--- config.mk ---
export PLATFORM = sky130hd
export DESIGN_NAME = multi_queue_shared_buffer
export DESIGN_NICKNAME = d
export VERILOG_FILES = /design/src/design/mqsb_pkg.sv /design/src/design/mqsb_ctrl.sv /design/src/design/mqsb_datapath.sv /design/src/design/multi_queue_shared_buffer.sv
export SDC_FILE = /design/constraint.sdc
export NUM_CORES = 2
export LEC_CHECK = 0
export BUFFER_PORTS_ARGS = -buffer_cell sky130_fd_sc_hd__buf_2
export CORE_ASPECT_RATIO = 1.5
export CORE_MARGIN = 2
export CORE_UTILIZATION = 41
export CTS_CLUSTER_SIZE = 10
export DETAILED_ROUTE_END_ITERATION = 6
export GPL_ROUTABILITY_DRIVEN = 0
export GPL_TIMING_DRIVEN = 1
export REMOVE_ABC_BUFFERS = 1
export SYNTH_ARGS = -nofsm -noshare
export SYNTH_HDL_FRONTEND = slang
export SYNTH_SLANG_ARGS = --single-unit
--- constraint.sdc ---
create_clock -name clock -period 6.8 [get_ports clock]
set_input_delay 0.34 -clock clock [delete_from_list [all_inputs] [get_ports clock]]
set_output_delay 0.34 -clock clock [all_outputs]
set_load 0.02 [all_outputs]
--- src/design/mqsb_pkg.sv ---
// Shared types and codes for the multi-queue shared-buffer block.
// No dependencies; imported by the controller, datapath and top level.
package mqsb_pkg;

   localparam logic FUNC_PUSH = 1'b0;
   localparam logic FUNC_POP  = 1'b1;

   localparam logic [1:0] STATUS_OK    = 2'd0;
   localparam logic [1:0] STATUS_FULL  = 2'd1;
   localparam logic [1:0] STATUS_EMPTY = 2'd2;

   // controller -> datapath
   typedef struct packed {
      logic capture;  // beat accepted: latch request, issue first reads
      logic lookup;   // read data back: check, take slot or read head
      logic update;   // write back links and queue pointers
   } dp_cmd_type;

   // datapath -> controller
   typedef struct packed {
      logic fail;     // valid during lookup: full push or empty pop
   } dp_status_type;

endpackage

--- src/design/mqsb_ctrl.sv ---
// Sequencer for the multi-queue shared buffer: one operation at a time.
// Depends on mqsb_pkg for the command and status structs.
module mqsb_ctrl
   import mqsb_pkg::*;
(
   input  logic          clock,
   input  logic          reset,
   input  logic          req_valid,
   output logic          req_ready,
   output logic          rsp_valid,
   input  logic          rsp_ready,
   input  dp_status_type dp_status,
   output dp_cmd_type    dp_cmd
);

   typedef enum logic [1:0] {
      S_IDLE,
      S_LOOKUP,
      S_UPDATE,
      S_RESP
   } state_type;

   state_type state_ff;

   always_comb begin
      dp_cmd.capture = (state_ff == S_IDLE) && req_valid;
      dp_cmd.lookup  = (state_ff == S_LOOKUP);
      dp_cmd.update  = (state_ff == S_UPDATE);
   end

   assign req_ready = (state_ff == S_IDLE);
   assign rsp_valid = (state_ff == S_RESP);

   always_ff @(posedge clock) begin
      if (reset) begin
         state_ff <= S_IDLE;
      end else begin
         case (state_ff)
            S_IDLE: begin
               if (req_valid) state_ff <= S_LOOKUP;
            end
            S_LOOKUP: begin
               state_ff <= dp_status.fail ? S_RESP : S_UPDATE;
            end
            S_UPDATE: begin
               state_ff <= S_RESP;
            end
            S_RESP: begin
               if (rsp_ready) state_ff <= S_IDLE;
            end
            default: begin
               state_ff <= S_IDLE;
            end
         endcase
      end
   end

endmodule

--- src/design/mqsb_datapath.sv ---
// Datapath: slot data and link memories, queue head/tail memories, free list.
// Depends on mqsb_pkg; driven by mqsb_ctrl commands.
module mqsb_datapath
   import mqsb_pkg::*;
#(
   parameter int SLOTS  = 64,
   parameter int QUEUES = 4
)(
   input  logic                clock,
   input  logic                reset,
   input  dp_cmd_type          dp_cmd,
   output dp_status_type       dp_status,
   input  logic                req_func,
   input  logic [1:0]          req_queue_id,
   input  logic signed [31:0]  req_push_value,
   output logic [1:0]          rsp_status,
   output logic signed [31:0]  rsp_pop_value
);

   localparam int AW    = (SLOTS > 1) ? $clog2(SLOTS) : 1;
   localparam int PTR_W = $clog2(SLOTS + 1);
   localparam int QID_W = (QUEUES > 1) ? $clog2(QUEUES) : 1;
   localparam int QX_W  = (QID_W > 2) ? QID_W : 2;
   localparam logic [PTR_W-1:0] NULLP    = PTR_W'(SLOTS);
   localparam logic [PTR_W-1:0] LAST_PTR = PTR_W'(SLOTS - 1);

   logic [31:0]      data_mem [SLOTS];
   logic [PTR_W-1:0] link_mem [SLOTS];
   logic [PTR_W-1:0] head_mem [QUEUES];
   logic [PTR_W-1:0] tail_mem [QUEUES];

   logic [QUEUES-1:0] qv_ff;        // queue pointers written since reset
   logic [PTR_W-1:0]  free_head_ff;
   logic [PTR_W-1:0]  hwm_ff;       // slots at and above this still hold reset links

   logic              func_ff;
   logic [QID_W-1:0]  qi_ff;
   logic              qok_ff;
   logic [31:0]       value_ff;
   logic              hv_ff;
   logic [PTR_W-1:0]  head_rd_ff;
   logic [PTR_W-1:0]  tail_rd_ff;
   logic [PTR_W-1:0]  link_rd_ff;
   logic [PTR_W-1:0]  link_addr_ff;
   logic [31:0]       data_rd_ff;
   logic [PTR_W-1:0]  idx_ff;
   logic [1:0]        status_ff;
   logic [31:0]       pop_value_ff;

   logic [QX_W-1:0]  q_ext;
   logic             q_ok;
   logic [PTR_W-1:0] head_eff;
   logic [PTR_W-1:0] tail_eff;
   logic [PTR_W-1:0] link_eff;
   logic             fail;

   assign q_ext = QX_W'(req_queue_id);
   assign q_ok  = {1'b0, q_ext} < (QX_W + 1)'(QUEUES);

   assign head_eff = hv_ff ? head_rd_ff : NULLP;
   assign tail_eff = hv_ff ? tail_rd_ff : NULLP;

   // unwritten slots keep the reset chain: i -> i+1, last -> null
   always_comb begin
      if (link_addr_ff >= hwm_ff) begin
         link_eff = (link_addr_ff == LAST_PTR) ? NULLP : link_addr_ff + PTR_W'(1);
      end else begin
         link_eff = link_rd_ff;
      end
   end

   always_comb begin
      if (func_ff == FUNC_PUSH) begin
         fail = !qok_ff || (free_head_ff == NULLP);
      end else begin
         fail = !qok_ff || (head_eff == NULLP);
      end
   end

   assign dp_status.fail = fail;
   assign rsp_status     = status_ff;
   assign rsp_pop_value  = pop_value_ff;

   // control state
   always_ff @(posedge clock) begin
      if (reset) begin
         qv_ff        <= '0;
         free_head_ff <= '0;
         hwm_ff       <= '0;
      end else begin
         if (dp_cmd.lookup && !fail && func_ff == FUNC_PUSH) begin
            free_head_ff <= link_eff;
            if (free_head_ff == hwm_ff) hwm_ff <= hwm_ff + PTR_W'(1);
         end
         if (dp_cmd.update) begin
            if (func_ff == FUNC_PUSH) begin
               qv_ff[qi_ff] <= 1'b1;
            end else begin
               free_head_ff <= idx_ff;
            end
         end
      end
   end

   // request capture and operation results
   always_ff @(posedge clock) begin
      if (dp_cmd.capture) begin
         func_ff      <= req_func;
         qi_ff        <= q_ext[QID_W-1:0];
         qok_ff       <= q_ok;
         value_ff     <= req_push_value;
         hv_ff        <= qv_ff[q_ext[QID_W-1:0]];
         link_addr_ff <= free_head_ff;
      end
      if (dp_cmd.lookup) begin
         if (func_ff == FUNC_PUSH) begin
            idx_ff <= free_head_ff;
         end else begin
            idx_ff       <= head_eff;
            link_addr_ff <= head_eff;
         end
         if (fail) begin
            status_ff    <= (func_ff == FUNC_PUSH) ? STATUS_FULL : STATUS_EMPTY;
            pop_value_ff <= '0;
         end
      end
      if (dp_cmd.update) begin
         status_ff    <= STATUS_OK;
         pop_value_ff <= (func_ff == FUNC_PUSH) ? 32'd0 : data_rd_ff;
      end
   end

   // queue pointer memories
   always_ff @(posedge clock) begin
      if (dp_cmd.capture) begin
         head_rd_ff <= head_mem[q_ext[QID_W-1:0]];
         tail_rd_ff <= tail_mem[q_ext[QID_W-1:0]];
      end
      if (dp_cmd.update) begin
         if (func_ff == FUNC_PUSH) begin
            if (head_eff == NULLP) head_mem[qi_ff] <= idx_ff;
            tail_mem[qi_ff] <= idx_ff;
         end else begin
            head_mem[qi_ff] <= link_eff;
            if (link_eff == NULLP) tail_mem[qi_ff] <= NULLP;
         end
      end
   end

   // slot link memory: one read and one write port
   always_ff @(posedge clock) begin
      if (dp_cmd.capture) begin
         link_rd_ff <= link_mem[free_head_ff[AW-1:0]];
      end
      if (dp_cmd.lookup && !fail) begin
         if (func_ff == FUNC_PUSH) begin
            link_mem[free_head_ff[AW-1:0]] <= NULLP;
         end else begin
            link_rd_ff <= link_mem[head_eff[AW-1:0]];
         end
      end
      if (dp_cmd.update) begin
         if (func_ff == FUNC_PUSH) begin
            if (head_eff != NULLP) link_mem[tail_eff[AW-1:0]] <= idx_ff;
         end else begin
            link_mem[idx_ff[AW-1:0]] <= free_head_ff;
         end
      end
   end

   // slot data memory
   always_ff @(posedge clock) begin
      if (dp_cmd.lookup && !fail) begin
         if (func_ff == FUNC_PUSH) begin
            data_mem[free_head_ff[AW-1:0]] <= value_ff;
         end else begin
            data_rd_ff <= data_mem[head_eff[AW-1:0]];
         end
      end
   end

endmodule

--- src/design/multi_queue_shared_buffer.sv ---
// Top level of the multi-queue shared buffer: controller plus datapath.
// Depends on mqsb_pkg, mqsb_ctrl and mqsb_datapath.
//
// QUEUES FIFO queues share a store of SLOTS 32-bit slots, linked through a
// free list and per-queue head/tail pointers. A request is a push (take a free
// slot, store the value, append it to the queue; status full if none is free)
// or a pop (unlink the queue's head, return its value; status empty if the
// queue has none). A queue id not below QUEUES answers full or empty. One
// operation is in flight at a time. For a successful operation rsp_valid rises
// after the lookup and the write-back of the link and pointer memories; for a
// full or empty answer it rises after the lookup alone. The next request is
// taken in the cycle after the result beat. Lookup and write-back lie in
// separate states so that the link memory needs a single write port, since a
// push writes two links. No initialization pass follows reset: slots at or
// above a high-water mark read their reset link.
module multi_queue_shared_buffer
   import mqsb_pkg::*;
#(
   parameter int SLOTS  = 64,
   parameter int QUEUES = 4
)(
   input  logic                clock,
   input  logic                reset,
   input  logic                req_valid,
   output logic                req_ready,
   input  logic                req_func,
   input  logic [1:0]          req_queue_id,
   input  logic signed [31:0]  req_push_value,
   output logic                rsp_valid,
   input  logic                rsp_ready,
   output logic [1:0]          rsp_status,
   output logic signed [31:0]  rsp_pop_value
);

   dp_cmd_type    dp_cmd;
   dp_status_type dp_status;

   mqsb_ctrl u_ctrl (
      .clock     (clock),
      .reset     (reset),
      .req_valid (req_valid),
      .req_ready (req_ready),
      .rsp_valid (rsp_valid),
      .rsp_ready (rsp_ready),
      .dp_status (dp_status),
      .dp_cmd    (dp_cmd)
   );

   mqsb_datapath #(
      .SLOTS  (SLOTS),
      .QUEUES (QUEUES)
   ) u_datapath (
      .clock          (clock),
      .reset          (reset),
      .dp_cmd         (dp_cmd),
      .dp_status      (dp_status),
      .req_func       (req_func),
      .req_queue_id   (req_queue_id),
      .req_push_value (req_push_value),
      .rsp_status     (rsp_status),
      .rsp_pop_value  (rsp_pop_value)
   );

endmodule
==> flow_summary.toml <==
[floorplan]
die_area_mm2 = 0.273
fp.dieH_um = 639
ios = 75
row_count = 233
die_x_um = 427
start_util_pct = 41.1
core_area_mm2 = 0.268

[cells_and_area]
ff_latch_area_mm2 = 0.0808
fin_nets = 7676
design_area_mm2 = 0.125
layout_commonest_cell = "edfxtp_1"
fillers = 23000
final_cell_mix = "edfxtp_1 (2668), nand2_1 (763), a21oi_1 (676)"
multi_input_area_mm2 = 0.0277
fin_util_pct = 46.5
synthToLayoutAreaGrowth_pct = 13.2
drive_above_1_share_pct = 12.6

[worst_hold_path]
hold_depth = 1
min_delay_worst_endpoint = "u_datapath.qi_ff[0]"
worstHoldStart = "req_queue_id[0]"
hp-class = "in2reg"

[logic_synthesis]
ys_types = 74
synth-edff-count = 2668
netlist_instances = 7475
ys_dominant_reg_cell = "edfxtp_1"
yosysWarnings = 0
syn-cell-area_mm2 = 0.110
ys_seq_elements = 2704
syn_avg_cell_area_um2 = 14.7
synthArstFlopShare_pct = 0
ys_seq_area_share_pct = 73.4

[sta]
fin_crit_ns = 4.97
maxSlewHeadroom_pct = -0.00154
setup_viol = 0
finalClockSkew_ns = 0.0717
slew_viol_final = 1
tightestPinTransition_ns = 1.49
fmax_ghz = 0.201
fin_setup_tns_ns = 0
finalHoldViolations = 0
rsz0062_at_grt = "no"
fin_crit_sh_pct = 73.0

[detailed_routing]
via_count = 70300
wl_um = 367000
dr.first_iter.drc_count = 8616
wl_per_cell_um = 32.7
vias_per_cell = 6.25
ant_nets = 0
dr.pass1.iters = 7
drc = 0

[worst_setup_path]
cp_num_cells = 10
critPathKind = "reg2reg"
cp_max_fo = 80
crit_chain = "buf_12 > inv_6 > buf_4 > nand2_1 > buf_4 > o22ai_1 > o221ai_1 > o211ai_1 > a222oi_1 > o22ai_1"
cpPeakStageDelay_ns = 1.06
r2r_setup_slack_ns = 1.83
endpoint_kind = "flop"
cp-start-kind = "flop"
crit_arrival_ns = 5.72
crit_slowest_cell = "o221ai_1"
reg2reg_to = "u_datapath.link_rd_ff[2]"
reg2regPathDepth = 10
worstPathRequired_ns = 7.55
path_buf_inv = 4
crit-reg2reg-launch = "u_datapath.head_rd_ff[1]"
critPathTopFamily = "compound AO/OA/AOI/OAI gates"

[cts]
cts.path.max_buffers = 4
cts_buffers = 315
cts_setup_buffers = 0
cts_resized = 0
clk-insertion-delay-late_ns = 0.89
clkSlewWorstSetupHoldPaths_ns = 0.06
cts_root_buf = "clkbuf_16"
cts_tree = "built"
clock-sinks = 2704
h-tree-depth = 5

[pwr]
total_power_uw = 47100
power_density_mw_per_mm2 = 378
p_leak_uw = 0.0400
peakVddDrop_uv = 221

[global_route]
grt_use_total_pct = 26.4
grt.overflow.total = 0
grt_max_degree = 129
antenna_found_initial = 19
grt_pass1_wl_um = 515000
grt_pass1_vias = 69300

[placed_design]
dp.final_hpwl_um = 220000
place_area_mm2 = 0.116
portBuffers = 74

[job]
timing.max_cap.violations = 1

[outcome]
violations = "max-capacitance violations, max-slew violations"
status = "finished, violations left"
==> power by group <==
group	switching, µW	leakage [µW]	internal [µW]	total (µW)
Clock	6350	0.00416	8550	14900
Combinational	8890	0.0115	3120	12000
Sequential	459	0.0243	19700	20200
==> per-stage QoR <==
| step | hold slack, ns | setup slack, ns | cells |
|---|---|---|---|
| after floorplan | 0.409 | -27.27 | 6925 |
| after global placement | 0.443 | 2.37 | 10800 |
| after detailed placement | 0.463 | 2.43 | 10800 |
| after CTS | 0.00741 | 2.40 | 11200 |
| after global routing | 0.0645 | 1.88 | 11200 |
| final | 0.0395 | 1.83 | 11200 |
==> timing repair <==
| action | in CTS | in global routing |
|---|---|---|
| hold endpoints to repair | 54 | 0 |
| hold buffers | 35 | 0 |
| endpoints found under the setup margin | 0 | 0 |
==> registers in the layout (all words and copies together), names as in the netlist <==
signal	cells
u_datapath.idx_ff	7
u_datapath.data_mem	2048
u_datapath.rsp_status	2
u_datapath.head_mem	28
u_datapath.tail_rd_ff	6
u_datapath.link_rd_ff	7
u_datapath.func_ff	1
u_datapath.qi_ff	2
u_datapath.link_mem	448
u_datapath.tail_mem	24
u_datapath.data_rd_ff	32
u_datapath.value_ff	32
u_datapath.qv_ff	4
u_datapath.head_rd_ff	7
u_datapath.hwm_ff	7
u_datapath.free_head_ff	7
u_datapath.rsp_pop_value	32
u_ctrl.state_ff	2
u_datapath.link_addr_ff	7
u_datapath.hv_ff	1
==> synthesized netlist by cell type (12+ instances only) <==
| cell | number | share of area (%) |
|---|---|---|
| a21oi_1 | 676 | 3.1 |
| ha_1 | 13 | 0.15 |
| nand3_1 | 17 | 0.077 |
| a221o_1 | 21 | 0.19 |
| clkbuf_1 | 373 | 1.3 |
| a211oi_1 | 259 | 1.8 |
| dfxtp_1 | 36 | 0.65 |
| and2_1 | 17 | 0.097 |
| mux2_2 | 95 | 0.97 |
| o211ai_1 | 12 | 0.082 |
| xnor2_1 | 14 | 0.11 |
| buf_2 | 91 | 0.41 |
| o221ai_1 | 80 | 0.64 |
| edfxtp_1 | 2668 | 73 |
| a221oi_1 | 156 | 1.2 |
| o31ai_1 | 31 | 0.21 |
| mux4_2 | 59 | 1.2 |
| a22o_1 | 12 | 0.095 |
| o21ai_0 | 223 | 1.0 |
| mux2i_1 | 463 | 4.2 |
| o41ai_1 | 31 | 0.25 |
| nor2_1 | 489 | 1.7 |
| nor3_1 | 46 | 0.21 |
| buf_1 | 84 | 0.29 |
| a31oi_1 | 54 | 0.31 |
| a22oi_1 | 46 | 0.31 |
| a311oi_1 | 134 | 1.1 |
| o22ai_1 | 96 | 0.55 |
| nor2b_1 | 185 | 1.1 |
| inv_1 | 25 | 0.085 |
| nand2_1 | 766 | 2.6 |
| and3_1 | 59 | 0.34 |
==> area by class of cell <==
| type | instances | share of cell area (%) |
|---|---|---|
| Sequential cell | 2704 | 64.9 |
| Clock buffer | 384 | 6.69 |
| Tap cell | 3525 | 3.54 |
| Antenna cell | 8 | 0.0161 |
| Clock inverter | 16 | 0.163 |
| Inverter | 28 | 0.0953 |
| Timing Repair Buffer | 382 | 2.45 |
| Multi-Input combinational cell | 4193 | 22.2 |
==> how the worst max path moves through the flow <==
stage / end / from / slack, ns
finish: u_datapath.link_rd_ff[2] / u_datapath.head_rd_ff[1] / 1.83
global route: u_datapath.link_rd_ff[2] / u_datapath.head_rd_ff[1] / 1.88
global placement: u_datapath.data_rd_ff[6] / u_datapath.hv_ff / 2.37
CTS: u_datapath.link_rd_ff[6] / u_datapath.head_rd_ff[1] / 2.40
detailed placement: u_datapath.link_rd_ff[6] / u_datapath.head_rd_ff[1] / 2.43
floorplan: u_datapath.link_rd_ff[0] / u_datapath.head_rd_ff[0] / -27.27
==> kinds of logic after synthesis <==
kind of cell             count (synthesis)  synth area share (%)
multiplexers                           617                  6.39
AND/OR/NAND/NOR                       1646                  6.48
AO/OA/AOI/OAI                         1901                  11.3
flip-flops                            2704                  73.4
XOR/XNOR                                16                 0.127
adder cells (fa/ha/maj)                 13                 0.148
buffers and inverters                  578                  2.09
==> layer usage <==
metal  up-vias  wire [µm]  track usage [%]
met4        10      27000             16.6
met5         -         65                0
li1      29400          -                -
met1     35800     128000             30.9
met3      1056      31400             4.67
met2      4037     181000             44.6
(Power assumes the default switching activity.)
